**config.mk**
```make
export PLATFORM = sky130hd
export DESIGN_NAME = fragment_rto_estimator
export DESIGN_NICKNAME = d
export VERILOG_FILES = /design/src/frto_pkg.sv /design/src/frto_fifo.sv /design/src/frto_front.sv /design/src/frto_back.sv /design/src/fragment_rto_estimator.sv
export SDC_FILE = /design/constraint.sdc
export NUM_CORES = 2
export LEC_CHECK = 0
export BUFFER_PORTS_ARGS = -buffer_cell sky130_fd_sc_hd__buf_2
export CAP_MARGIN = 20
export CELL_PAD_IN_SITES_DETAIL_PLACEMENT = 1
export CELL_PAD_IN_SITES_GLOBAL_PLACEMENT = 1
export CORE_AREA = 2 2 313 315
export CTS_CLUSTER_SIZE = 8
export DETAILED_ROUTE_END_ITERATION = 8
export DIE_AREA = 0 0 315 317
export PLACE_DENSITY_LB_ADDON = 0.1
export SYNTH_ARGS = -nofsm -noshare
export SYNTH_HDL_FRONTEND = slang
export SYNTH_SLANG_ARGS = --single-unit
```
**constraint.sdc**
```tcl
create_clock -name clk -period 12.95 [get_ports clk]
set_clock_uncertainty 0.1 [all_clocks]
set_input_delay 0.6475 -clock clk [delete_from_list [all_inputs] [get_ports clk]]
set_output_delay 0.6475 -clock clk [all_outputs]
set_load 0.05 [all_outputs]
```
**src/frto_pkg.sv**
```systemverilog
`timescale 1ns / 1ps
// Shared types and constants for the fragment RTO estimator.
// No dependencies; used by every module of the block except frto_fifo.
package frto_pkg;

	localparam int MAX_FRAGMENTS = 32;

	// func codes on the input channel
	localparam logic [2:0] FUNC_OPEN  = 3'd0;
	localparam logic [2:0] FUNC_START = 3'd1;
	localparam logic [2:0] FUNC_ACK   = 3'd2;
	localparam logic [2:0] FUNC_TICK  = 3'd3;
	localparam logic [2:0] FUNC_LIFE  = 3'd4;
	localparam logic [2:0] FUNC_FREE  = 3'd5;

	// configuration register indexes
	localparam logic [2:0] CFG_RTO_FLOOR   = 3'd0;
	localparam logic [2:0] CFG_RTO_INITIAL = 3'd1;
	localparam logic [2:0] CFG_VAR_GAIN    = 3'd2;
	localparam logic [2:0] CFG_ALPHA       = 3'd3;
	localparam logic [2:0] CFG_BETA        = 3'd4;
	localparam logic [2:0] CFG_TICK_SHIFT  = 3'd5;
	localparam logic [2:0] CFG_HOLD_TICKS  = 3'd6;

	// configuration reset values
	localparam logic [15:0] RTO_FLOOR_RST   = 16'd100;
	localparam logic [15:0] RTO_INITIAL_RST = 16'd3000;
	localparam logic [2:0]  VAR_GAIN_RST    = 3'd2;
	localparam logic [2:0]  ALPHA_RST       = 3'd3;
	localparam logic [2:0]  BETA_RST        = 3'd2;
	localparam logic [3:0]  TICK_SHIFT_RST  = 4'd0;
	localparam logic [7:0]  HOLD_TICKS_RST  = 8'd10;

	localparam logic [31:0] FIRST_FRAG_BIT = 32'h8000_0000;
	localparam logic [31:0] TAIL_MASK      = 32'h7FFF_FFFF;

	typedef enum logic [2:0] {
		OP_OPEN,
		OP_START,
		OP_ACK,
		OP_TICK,
		OP_LIFE,
		OP_FREE,
		OP_NONE
	} op_t;

	typedef struct packed {
		logic [2:0]  func;
		logic [31:0] now_ms;
		logic [31:0] ack_bits;
		logic [4:0]  last_index;
		logic        queue_accepts;
		logic        free_success;
	} in_t;

	// classified command handed from front to back
	typedef struct packed {
		op_t         op;
		logic [31:0] now_ms;
		logic [31:0] ack_bits;
		logic [4:0]  last_frag;
		logic        queue_accepts;
		logic        free_success;
	} cmd_t;

	typedef struct packed {
		logic        request_valid;
		logic [31:0] request_bits;
		logic [31:0] resend_bits;
		logic        all_acked;
		logic [15:0] timeout_ticks;
		logic [31:0] smoothed_rtt;
		logic [31:0] rtt_variance;
		logic        done_valid;
		logic        done_ok;
		logic        busy_res;
	} res_t;

	typedef struct packed {
		logic [15:0] rto_floor;
		logic [15:0] rto_initial;
		logic [2:0]  var_gain_shift;
		logic [2:0]  alpha_shift;
		logic [2:0]  beta_shift;
		logic [3:0]  tick_shift;
		logic [7:0]  hold_ticks;
	} cfg_t;

endpackage

```
**src/frto_fifo.sv**
```systemverilog
`timescale 1ns / 1ps
// Two-entry queue with count-based full/empty, payload of any packed type.
// No dependencies.
module frto_fifo #(
	parameter type T = logic
) (
	input  logic clk,
	input  logic arst_n,
	input  logic push,
	input  T     din,
	output logic full,
	input  logic pop,
	output T     dout,
	output logic empty
);

	T           mem_q [2];
	logic [1:0] cnt_q;
	logic       wr_q;
	logic       rd_q;
	logic       do_push;
	logic       do_pop;

	assign full    = (cnt_q == 2'd2);
	assign empty   = (cnt_q == 2'd0);
	assign do_push = push && !full;
	assign do_pop  = pop && !empty;
	assign dout    = mem_q[rd_q];

	always_ff @(posedge clk or negedge arst_n) begin
		if (!arst_n) begin
			cnt_q <= 2'd0;
			wr_q  <= 1'b0;
			rd_q  <= 1'b0;
		end else begin
			if (do_push) wr_q <= ~wr_q;
			if (do_pop) rd_q <= ~rd_q;
			if (do_push && !do_pop) cnt_q <= cnt_q + 2'd1;
			else if (do_pop && !do_push) cnt_q <= cnt_q - 2'd1;
		end
	end

	always_ff @(posedge clk) begin
		if (do_push) mem_q[wr_q] <= din;
	end

endmodule

```
**src/frto_front.sv**
```systemverilog
`timescale 1ns / 1ps
// Front end: accepts input transactions, decodes func and clamps the
// fragment index, then queues the command. Uses frto_pkg and frto_fifo.
module frto_front #(
	parameter int MAX_FRAGMENTS = frto_pkg::MAX_FRAGMENTS
) (
	input  logic            clk,
	input  logic            arst_n,
	input  logic            push,
	input  frto_pkg::in_t   item,
	output logic            full,
	input  logic            cmd_take,
	output frto_pkg::cmd_t  cmd,
	output logic            cmd_valid
);

	frto_pkg::cmd_t cmd_in;
	logic           cmd_empty;

	always_comb begin
		cmd_in               = '0;
		cmd_in.now_ms        = item.now_ms;
		cmd_in.ack_bits      = item.ack_bits;
		cmd_in.queue_accepts = item.queue_accepts;
		cmd_in.free_success  = item.free_success;
		if ({1'b0, item.last_index} > 6'(MAX_FRAGMENTS - 1))
			cmd_in.last_frag = 5'(MAX_FRAGMENTS - 1);
		else
			cmd_in.last_frag = item.last_index;
		case (item.func)
			frto_pkg::FUNC_OPEN:  cmd_in.op = frto_pkg::OP_OPEN;
			frto_pkg::FUNC_START: cmd_in.op = frto_pkg::OP_START;
			frto_pkg::FUNC_ACK:   cmd_in.op = frto_pkg::OP_ACK;
			frto_pkg::FUNC_TICK:  cmd_in.op = frto_pkg::OP_TICK;
			frto_pkg::FUNC_LIFE:  cmd_in.op = frto_pkg::OP_LIFE;
			frto_pkg::FUNC_FREE:  cmd_in.op = frto_pkg::OP_FREE;
			default:              cmd_in.op = frto_pkg::OP_NONE;
		endcase
	end

	frto_fifo #(.T(frto_pkg::cmd_t)) u_cmd_q (
		.clk   (clk),
		.arst_n(arst_n),
		.push  (push),
		.din   (cmd_in),
		.full  (full),
		.pop   (cmd_take),
		.dout  (cmd),
		.empty (cmd_empty)
	);

	assign cmd_valid = !cmd_empty;

endmodule

```
**src/frto_back.sv**
```systemverilog
`timescale 1ns / 1ps
// Back end: configuration registers, estimator state and the per-command
// update. One command per cycle while the result queue has room. Uses frto_pkg.
module frto_back (
	input  logic            clk,
	input  logic            arst_n,
	input  logic            cfg_we,
	input  logic [2:0]      cfg_idx,
	input  logic [15:0]     cfg_wdata,
	input  logic            cmd_valid,
	input  frto_pkg::cmd_t  cmd,
	input  logic            res_room,
	output logic            cmd_take,
	output frto_pkg::res_t  res
);

	frto_pkg::cfg_t cfg_q;

	logic [31:0] srtt_q, rttvar_q, stamp_q;
	logic [15:0] countdown_q;
	logic        timer_on_q, timed_out_q;
	logic [4:0]  last_q;
	logic [7:0]  life_q;

	logic [31:0] srtt_d, rttvar_d, stamp_d;
	logic [15:0] countdown_d;
	logic        timer_on_d, timed_out_d;
	logic [4:0]  last_d;
	logic [7:0]  life_d;

	logic        busy;
	logic [38:0] var_term;
	logic [38:0] var_floored;
	logic [39:0] tmo_sum;
	logic [39:0] tmo_shift;
	logic [15:0] tmo_ticks;
	logic [31:0] sample;
	logic [31:0] diff;
	logic [32:0] var_new;
	logic [32:0] srtt_new;
	logic [31:0] var_sat, srtt_sat;

	assign cmd_take = cmd_valid && res_room;
	assign busy     = (life_q != 8'd0);

	// timeout from current estimate; the sum is already at or above the floor
	always_comb begin
		var_term    = {7'd0, rttvar_q} << cfg_q.var_gain_shift;
		var_floored = (var_term < {23'd0, cfg_q.rto_floor}) ? {23'd0, cfg_q.rto_floor} : var_term;
		tmo_sum     = {1'b0, var_floored} + {8'd0, srtt_q};
		tmo_shift   = tmo_sum >> cfg_q.tick_shift;
		tmo_ticks   = (|tmo_shift[39:16]) ? 16'hFFFF : tmo_shift[15:0];
	end

	always_comb begin
		sample   = cmd.now_ms - stamp_q;
		diff     = (sample > srtt_q) ? (sample - srtt_q) : (srtt_q - sample);
		var_new  = {1'b0, rttvar_q - (rttvar_q >> cfg_q.beta_shift)}
		         + {1'b0, diff >> cfg_q.beta_shift};
		srtt_new = {1'b0, srtt_q - (srtt_q >> cfg_q.alpha_shift)}
		         + {1'b0, sample >> cfg_q.alpha_shift};
		var_sat  = var_new[32] ? 32'hFFFF_FFFF : var_new[31:0];
		srtt_sat = srtt_new[32] ? 32'hFFFF_FFFF : srtt_new[31:0];
	end

	always_comb begin
		srtt_d      = srtt_q;
		rttvar_d    = rttvar_q;
		stamp_d     = stamp_q;
		countdown_d = countdown_q;
		timer_on_d  = timer_on_q;
		timed_out_d = timed_out_q;
		last_d      = last_q;
		life_d      = life_q;
		res         = '0;
		case (cmd.op)
			frto_pkg::OP_OPEN: begin
				srtt_d      = {16'd0, cfg_q.rto_initial};
				rttvar_d    = {17'd0, cfg_q.rto_initial[15:1]};
				stamp_d     = 32'd0;
				countdown_d = cfg_q.rto_initial >> cfg_q.tick_shift;
				timed_out_d = 1'b0;
				timer_on_d  = 1'b0;
				last_d      = cmd.last_frag;
				life_d      = (cfg_q.hold_ticks == 8'd0) ? 8'd1 : cfg_q.hold_ticks;
			end
			frto_pkg::OP_START: begin
				if (busy) begin
					countdown_d = tmo_ticks;
					stamp_d     = cmd.now_ms;
					timer_on_d  = 1'b1;
				end
			end
			frto_pkg::OP_ACK: begin
				if (busy) begin
					// Karn: no sample once the timer has expired
					if (timer_on_q) begin
						if (!timed_out_q) begin
							srtt_d   = srtt_sat;
							rttvar_d = var_sat;
						end
						timer_on_d = 1'b0;
					end
					res.resend_bits = ~cmd.ack_bits & ~(frto_pkg::TAIL_MASK >> last_q);
					res.all_acked   = (res.resend_bits == 32'd0);
				end
			end
			frto_pkg::OP_TICK: begin
				if (busy && timer_on_q) begin
					if (countdown_q <= 16'd1) begin
						timed_out_d       = 1'b1;
						timer_on_d        = 1'b0;
						res.request_valid = 1'b1;
						res.request_bits  = frto_pkg::FIRST_FRAG_BIT >> last_q;
						// request refused: rearm right away
						if (!cmd.queue_accepts) begin
							countdown_d = tmo_ticks;
							stamp_d     = cmd.now_ms;
							timer_on_d  = 1'b1;
						end
					end else begin
						countdown_d = countdown_q - 16'd1;
					end
				end
			end
			frto_pkg::OP_LIFE: begin
				if (busy) begin
					life_d = life_q - 8'd1;
					if (life_q == 8'd1) begin
						timer_on_d     = 1'b0;
						res.done_valid = 1'b1;
					end
				end
			end
			frto_pkg::OP_FREE: begin
				if (busy) begin
					life_d         = 8'd0;
					timer_on_d     = 1'b0;
					res.done_valid = 1'b1;
					res.done_ok    = cmd.free_success;
				end
			end
			default: begin
			end
		endcase
		res.timeout_ticks = countdown_d;
		res.smoothed_rtt  = srtt_d;
		res.rtt_variance  = rttvar_d;
		res.busy_res      = (life_d != 8'd0);
	end

	always_ff @(posedge clk or negedge arst_n) begin
		if (!arst_n) begin
			cfg_q.rto_floor      <= frto_pkg::RTO_FLOOR_RST;
			cfg_q.rto_initial    <= frto_pkg::RTO_INITIAL_RST;
			cfg_q.var_gain_shift <= frto_pkg::VAR_GAIN_RST;
			cfg_q.alpha_shift    <= frto_pkg::ALPHA_RST;
			cfg_q.beta_shift     <= frto_pkg::BETA_RST;
			cfg_q.tick_shift     <= frto_pkg::TICK_SHIFT_RST;
			cfg_q.hold_ticks     <= frto_pkg::HOLD_TICKS_RST;
		end else if (cfg_we) begin
			case (cfg_idx)
				frto_pkg::CFG_RTO_FLOOR:   cfg_q.rto_floor      <= cfg_wdata;
				frto_pkg::CFG_RTO_INITIAL: cfg_q.rto_initial    <= cfg_wdata;
				frto_pkg::CFG_VAR_GAIN:    cfg_q.var_gain_shift <= cfg_wdata[2:0];
				frto_pkg::CFG_ALPHA:       cfg_q.alpha_shift    <= cfg_wdata[2:0];
				frto_pkg::CFG_BETA:        cfg_q.beta_shift     <= cfg_wdata[2:0];
				frto_pkg::CFG_TICK_SHIFT:  cfg_q.tick_shift     <= cfg_wdata[3:0];
				frto_pkg::CFG_HOLD_TICKS:  cfg_q.hold_ticks     <= cfg_wdata[7:0];
				default: begin
				end
			endcase
		end
	end

	always_ff @(posedge clk or negedge arst_n) begin
		if (!arst_n) begin
			srtt_q      <= {16'd0, frto_pkg::RTO_INITIAL_RST};
			rttvar_q    <= {17'd0, frto_pkg::RTO_INITIAL_RST[15:1]};
			stamp_q     <= 32'd0;
			countdown_q <= frto_pkg::RTO_INITIAL_RST >> frto_pkg::TICK_SHIFT_RST;
			timer_on_q  <= 1'b0;
			timed_out_q <= 1'b0;
			last_q      <= 5'd0;
			life_q      <= 8'd0;
		end else if (cmd_take) begin
			srtt_q      <= srtt_d;
			rttvar_q    <= rttvar_d;
			stamp_q     <= stamp_d;
			countdown_q <= countdown_d;
			timer_on_q  <= timer_on_d;
			timed_out_q <= timed_out_d;
			last_q      <= last_d;
			life_q      <= life_d;
		end
	end

endmodule

```
**src/fragment_rto_estimator.sv**
```systemverilog
`timescale 1ns / 1ps
// Retransmission-timeout controller for one fragmented datagram.
// Uses frto_pkg, frto_front, frto_back and frto_fifo.
//
// Usage:
//   Input channel: drive item and push; a transaction is taken at a rising
//   edge with push high and full low. Result channel: while empty is low the
//   oldest result sits on result; pop with empty low takes it. Every input
//   transaction yields exactly one result, in order.
//   Configuration: cfg_we with cfg_idx/cfg_wdata writes one register at the
//   edge; write only while no transaction is in flight.
//   A result is held in the command queue and then in the result queue
//   before it is visible on result.
//   Throughput: one transaction per cycle while the result queue has room,
//   set by the state update in the back end; the two-entry command queue and
//   two-entry result queue absorb stalls on either side.
//   Reset: arst_n low clears both queues, loads the register defaults and
//   puts the estimator in its initial state with no datagram open.
//   A stalled receiver fills the result queue, then the command queue, and
//   full rises; nothing is dropped.
module fragment_rto_estimator #(
	parameter int MAX_FRAGMENTS = frto_pkg::MAX_FRAGMENTS
) (
	input  logic           clk,
	input  logic           arst_n,
	input  logic           push,
	input  frto_pkg::in_t  item,
	output logic           full,
	input  logic           pop,
	output frto_pkg::res_t result,
	output logic           empty,
	input  logic           cfg_we,
	input  logic [2:0]     cfg_idx,
	input  logic [15:0]    cfg_wdata
);

	frto_pkg::cmd_t cmd;
	frto_pkg::res_t res;
	logic           cmd_valid;
	logic           cmd_take;
	logic           res_full;

	frto_front #(.MAX_FRAGMENTS(MAX_FRAGMENTS)) u_front (
		.clk      (clk),
		.arst_n   (arst_n),
		.push     (push),
		.item     (item),
		.full     (full),
		.cmd_take (cmd_take),
		.cmd      (cmd),
		.cmd_valid(cmd_valid)
	);

	frto_back u_back (
		.clk      (clk),
		.arst_n   (arst_n),
		.cfg_we   (cfg_we),
		.cfg_idx  (cfg_idx),
		.cfg_wdata(cfg_wdata),
		.cmd_valid(cmd_valid),
		.cmd      (cmd),
		.res_room (!res_full),
		.cmd_take (cmd_take),
		.res      (res)
	);

	frto_fifo #(.T(frto_pkg::res_t)) u_res_q (
		.clk   (clk),
		.arst_n(arst_n),
		.push  (cmd_take),
		.din   (res),
		.full  (res_full),
		.pop   (pop),
		.dout  (result),
		.empty (empty)
	);

endmodule

```
==> results.ini <==
[outcome]
status=finished clean

[routing]
wl_per_cell_um=28.9
routed_wl_mm=189
ant_nets=0
drt_iter0_drc=4163
vias=42700
avgViaCountPerCell=6.52
drc=0
drtPass1Iterations=5

[timing]
setup_viol=0
tightestPinTransition_ns=1.16
setup_tns_ns=0
hold_viol=0
period_share_pct=94.5
max_freq_ghz=0.0817
period_needed_ns=12.24
relSlewSlack_pct=22.5
finalMaxSlewViolations=0
setup_slack_ns=0.707
hold_ws_ns=0.0527

[job]
drv_cap=0

[worst_setup_path]
cp.required_ns=13.27
worst_setup_path_start_kind=flip-flop
cp.arrival_ns=12.56
critical-path-max-stage-delay_ns=0.63
crit_type=flip-flop to flip-flop
path_max_fanout=28
end_kind=flip-flop
path_buf_inv=2
cp_slowest_cell=dfrtp_4
path_delay_family=compound AO/OA/AOI/OAI gates

[floorplan]
start_util_pct=49.8
die_x_um=315
fp.dieArea_mm2=0.0999
die_h_um=317
io_pins=249
core_area_mm2=0.0963
num_rows=114

[clock_network]
postCtsSetupBuffers=0
cts_buffer_depth=3
clkSinkCount=634
cts_root_buffer=clkbuf_16
clk_pin_slew_ns=0.06
cts_buffers=92
clk_latency_ns=0.70
tritoncts=yes
h-tree-depth=3

[synthesis]
synth_nets=5390
yosysTopAreaCell=edfxtp_1
yosysSeqAreaShare_pct=37.8
ys_async_sr_fraction_pct=29.7
synthAdderAreaFrac_pct=7.48
synth_top_family_by_area=compound AO/OA/AOI/OAI gates
yosys.cell_types.count=107
muxShareOfSynthArea_pct=14.7
synth.cell_area_mm2=0.0480
synth-simple-area-share_pct=13.1
synth_area_leaders=edfxtp_1 (28%), dfrtp_1 (7.9%), ha_1 (7.1%)
synthCells=5010
synthFlopType=edfxtp_1
synth_xor_area_share_pct=3.60
synth_edf_count=446
synth_top_area_share_pct=27.9
ys_ff_latch=634
synth_warnings=0
synth_compound_area_share_pct=19.4
syn_avg_cell_area_um2=9.58

[cells_and_area]
postLayoutCoreUtil_pct=55.5
final_cell_mix=nand2_1 (510), edfxtp_1 (446), nor2_1 (411), o21ai_0 (383), a21oi_1 (366)
final_layout_size_suffix_gt1_share_pct=17.6
nets=5564
area_delta_synth_final_pct=11.4
mostFrequentLayoutCell=nand2_1

[global_routing]
gr-usage-met2_pct=58.3
overflow=0
grtUsageTotal_pct=36.8
grt_pass1_wl_mm=277
antenna_found_initial=14
grtUsageMet3_pct=6.98
grt_max_degree=78
met1_usage_pct=50.0
busiest_layer=met2
grt_pass1_vias=42900

[placement]
pre_cts_ws_ns=0.647
gp_congestion=1.00
port_buffers=248
hpwl_mm=142

[min_path]
hp-class=input pin to flip-flop

[layer usage]
| metal | routed length [um] | share of wire [%] | vias to the layer above |
|---|---|---|---|
| met1 | 79600 | 42 | 21700 |
| li1 | - | - | 19000 |
| met5 | 53 | 0.028 | - |
| met4 | 8110 | 4.3 | 6 |
| met2 | 86000 | 45 | 1693 |
| met3 | 15500 | 8.2 | 389 |
[kinds of logic (layout without fill, tap and decap cells)]
logic type / count (synthesis) / in the layout
compound gates: 1446 / 1446
flops: 634 / 634
fa+ha+maj: 282 / 282
mux: 588 / 588
other cells: 0 / 12
simple gates: 1385 / 1385
xor+xnor: 197 / 197
buf+inv: 478 / 732
[Yosys cell counts, types with 12 or more instances]
library cell / count
dfrtp_1: 151
nor2b_1: 60
a31oi_1: 59
xnor2_1: 136
a22oi_1: 16
mux4_2: 62
o31ai_1: 26
a211oi_1: 67
a22o_1: 18
and2_1: 30
o21ai_1: 13
nand4_1: 36
mux2_2: 276
o211a_1: 13
a21oi_1: 366
xor2_1: 61
mux2i_1: 239
o21ai_0: 383
a221oi_1: 12
buf_1: 36
buf_2: 19
edfxtp_1: 446
o21a_1: 49
dfstp_2: 37
o211ai_1: 44
nor4_1: 17
o22ai_1: 42
or2_2: 15
a21o_1: 120
inv_1: 198
nand2b_1: 43
o21bai_1: 35
and3_1: 36
or3_1: 26
clkbuf_1: 200
nor3_1: 79
nand2_1: 510
a21boi_0: 15
nand3_1: 70
a211o_1: 13
ha_1: 274
nor2_1: 417
[registers in the layout, indices dropped and copies added (netlist names)]
name	cells
u_back.srtt_q	32
u_back.stamp_q	32
u_back.countdown_q	16
u_front.u_cmd_q.cnt_q	2
u_back.rttvar_q	32
u_back.cfg_q	53
u_back.timed_out_q	1
u_res_q.cnt_q	2
u_res_q.mem_q	298
u_front.u_cmd_q.mem_q	148
u_res_q.wr_q	1
u_front.u_cmd_q.rd_q	1
u_front.u_cmd_q.wr_q	1
u_back.timer_on_q	1
u_back.life_q	8
u_back.last_q	5
u_res_q.rd_q	1
[area by class of cell]
type	count	area (um2)
sequential	634	18200
tap	1276	1600
fill	10900	42800
multi-input combinational	3898	28100
inverter	210	788
clock inverter	12	189
clock buffer	162	2620
antenna	12	30.0
timing repair buffer	348	2030
[stage by stage]
step | std cells | cell area, um2
2_1_floorplan | 5010 | 48000
3_3_place_gp | 6363 | 50600
3_5_place_dp | 6363 | 50600
4_1_cts | 6538 | 53400
5_1_grt | 6549 | 53500
6_report | 6552 | 53500
[what timing repair did]
item,in CTS,in global routing
hold buffers,1,0
endpoints found under the hold margin,68,0
resized for setup,0,3
endpoints found under the setup margin,0,41
[worst paths after layout]
kind                                 startpoint                     endpoint  slack, ns  cells past startpoint
min in group asynchronous                arst_n            u_back.srtt_q[28]       0.36                      2
max reg2reg                u_front.u_cmd_q.rd_q          u_res_q.mem_q[0][4]       0.71                     43
max                        u_front.u_cmd_q.rd_q          u_res_q.mem_q[0][4]       0.71                     43
max in group asynchronous                arst_n             u_back.cfg_q[18]      10.03                      4
min reg2reg                  u_back.stamp_q[24]           u_back.stamp_q[24]       0.38                      2
min                                     item[6]  u_front.u_cmd_q.mem_q[1][6]       0.05                      1
Power is not shown: default switching activity piles up to over one toggle a cycle in this logic, so the estimate is an artifact.
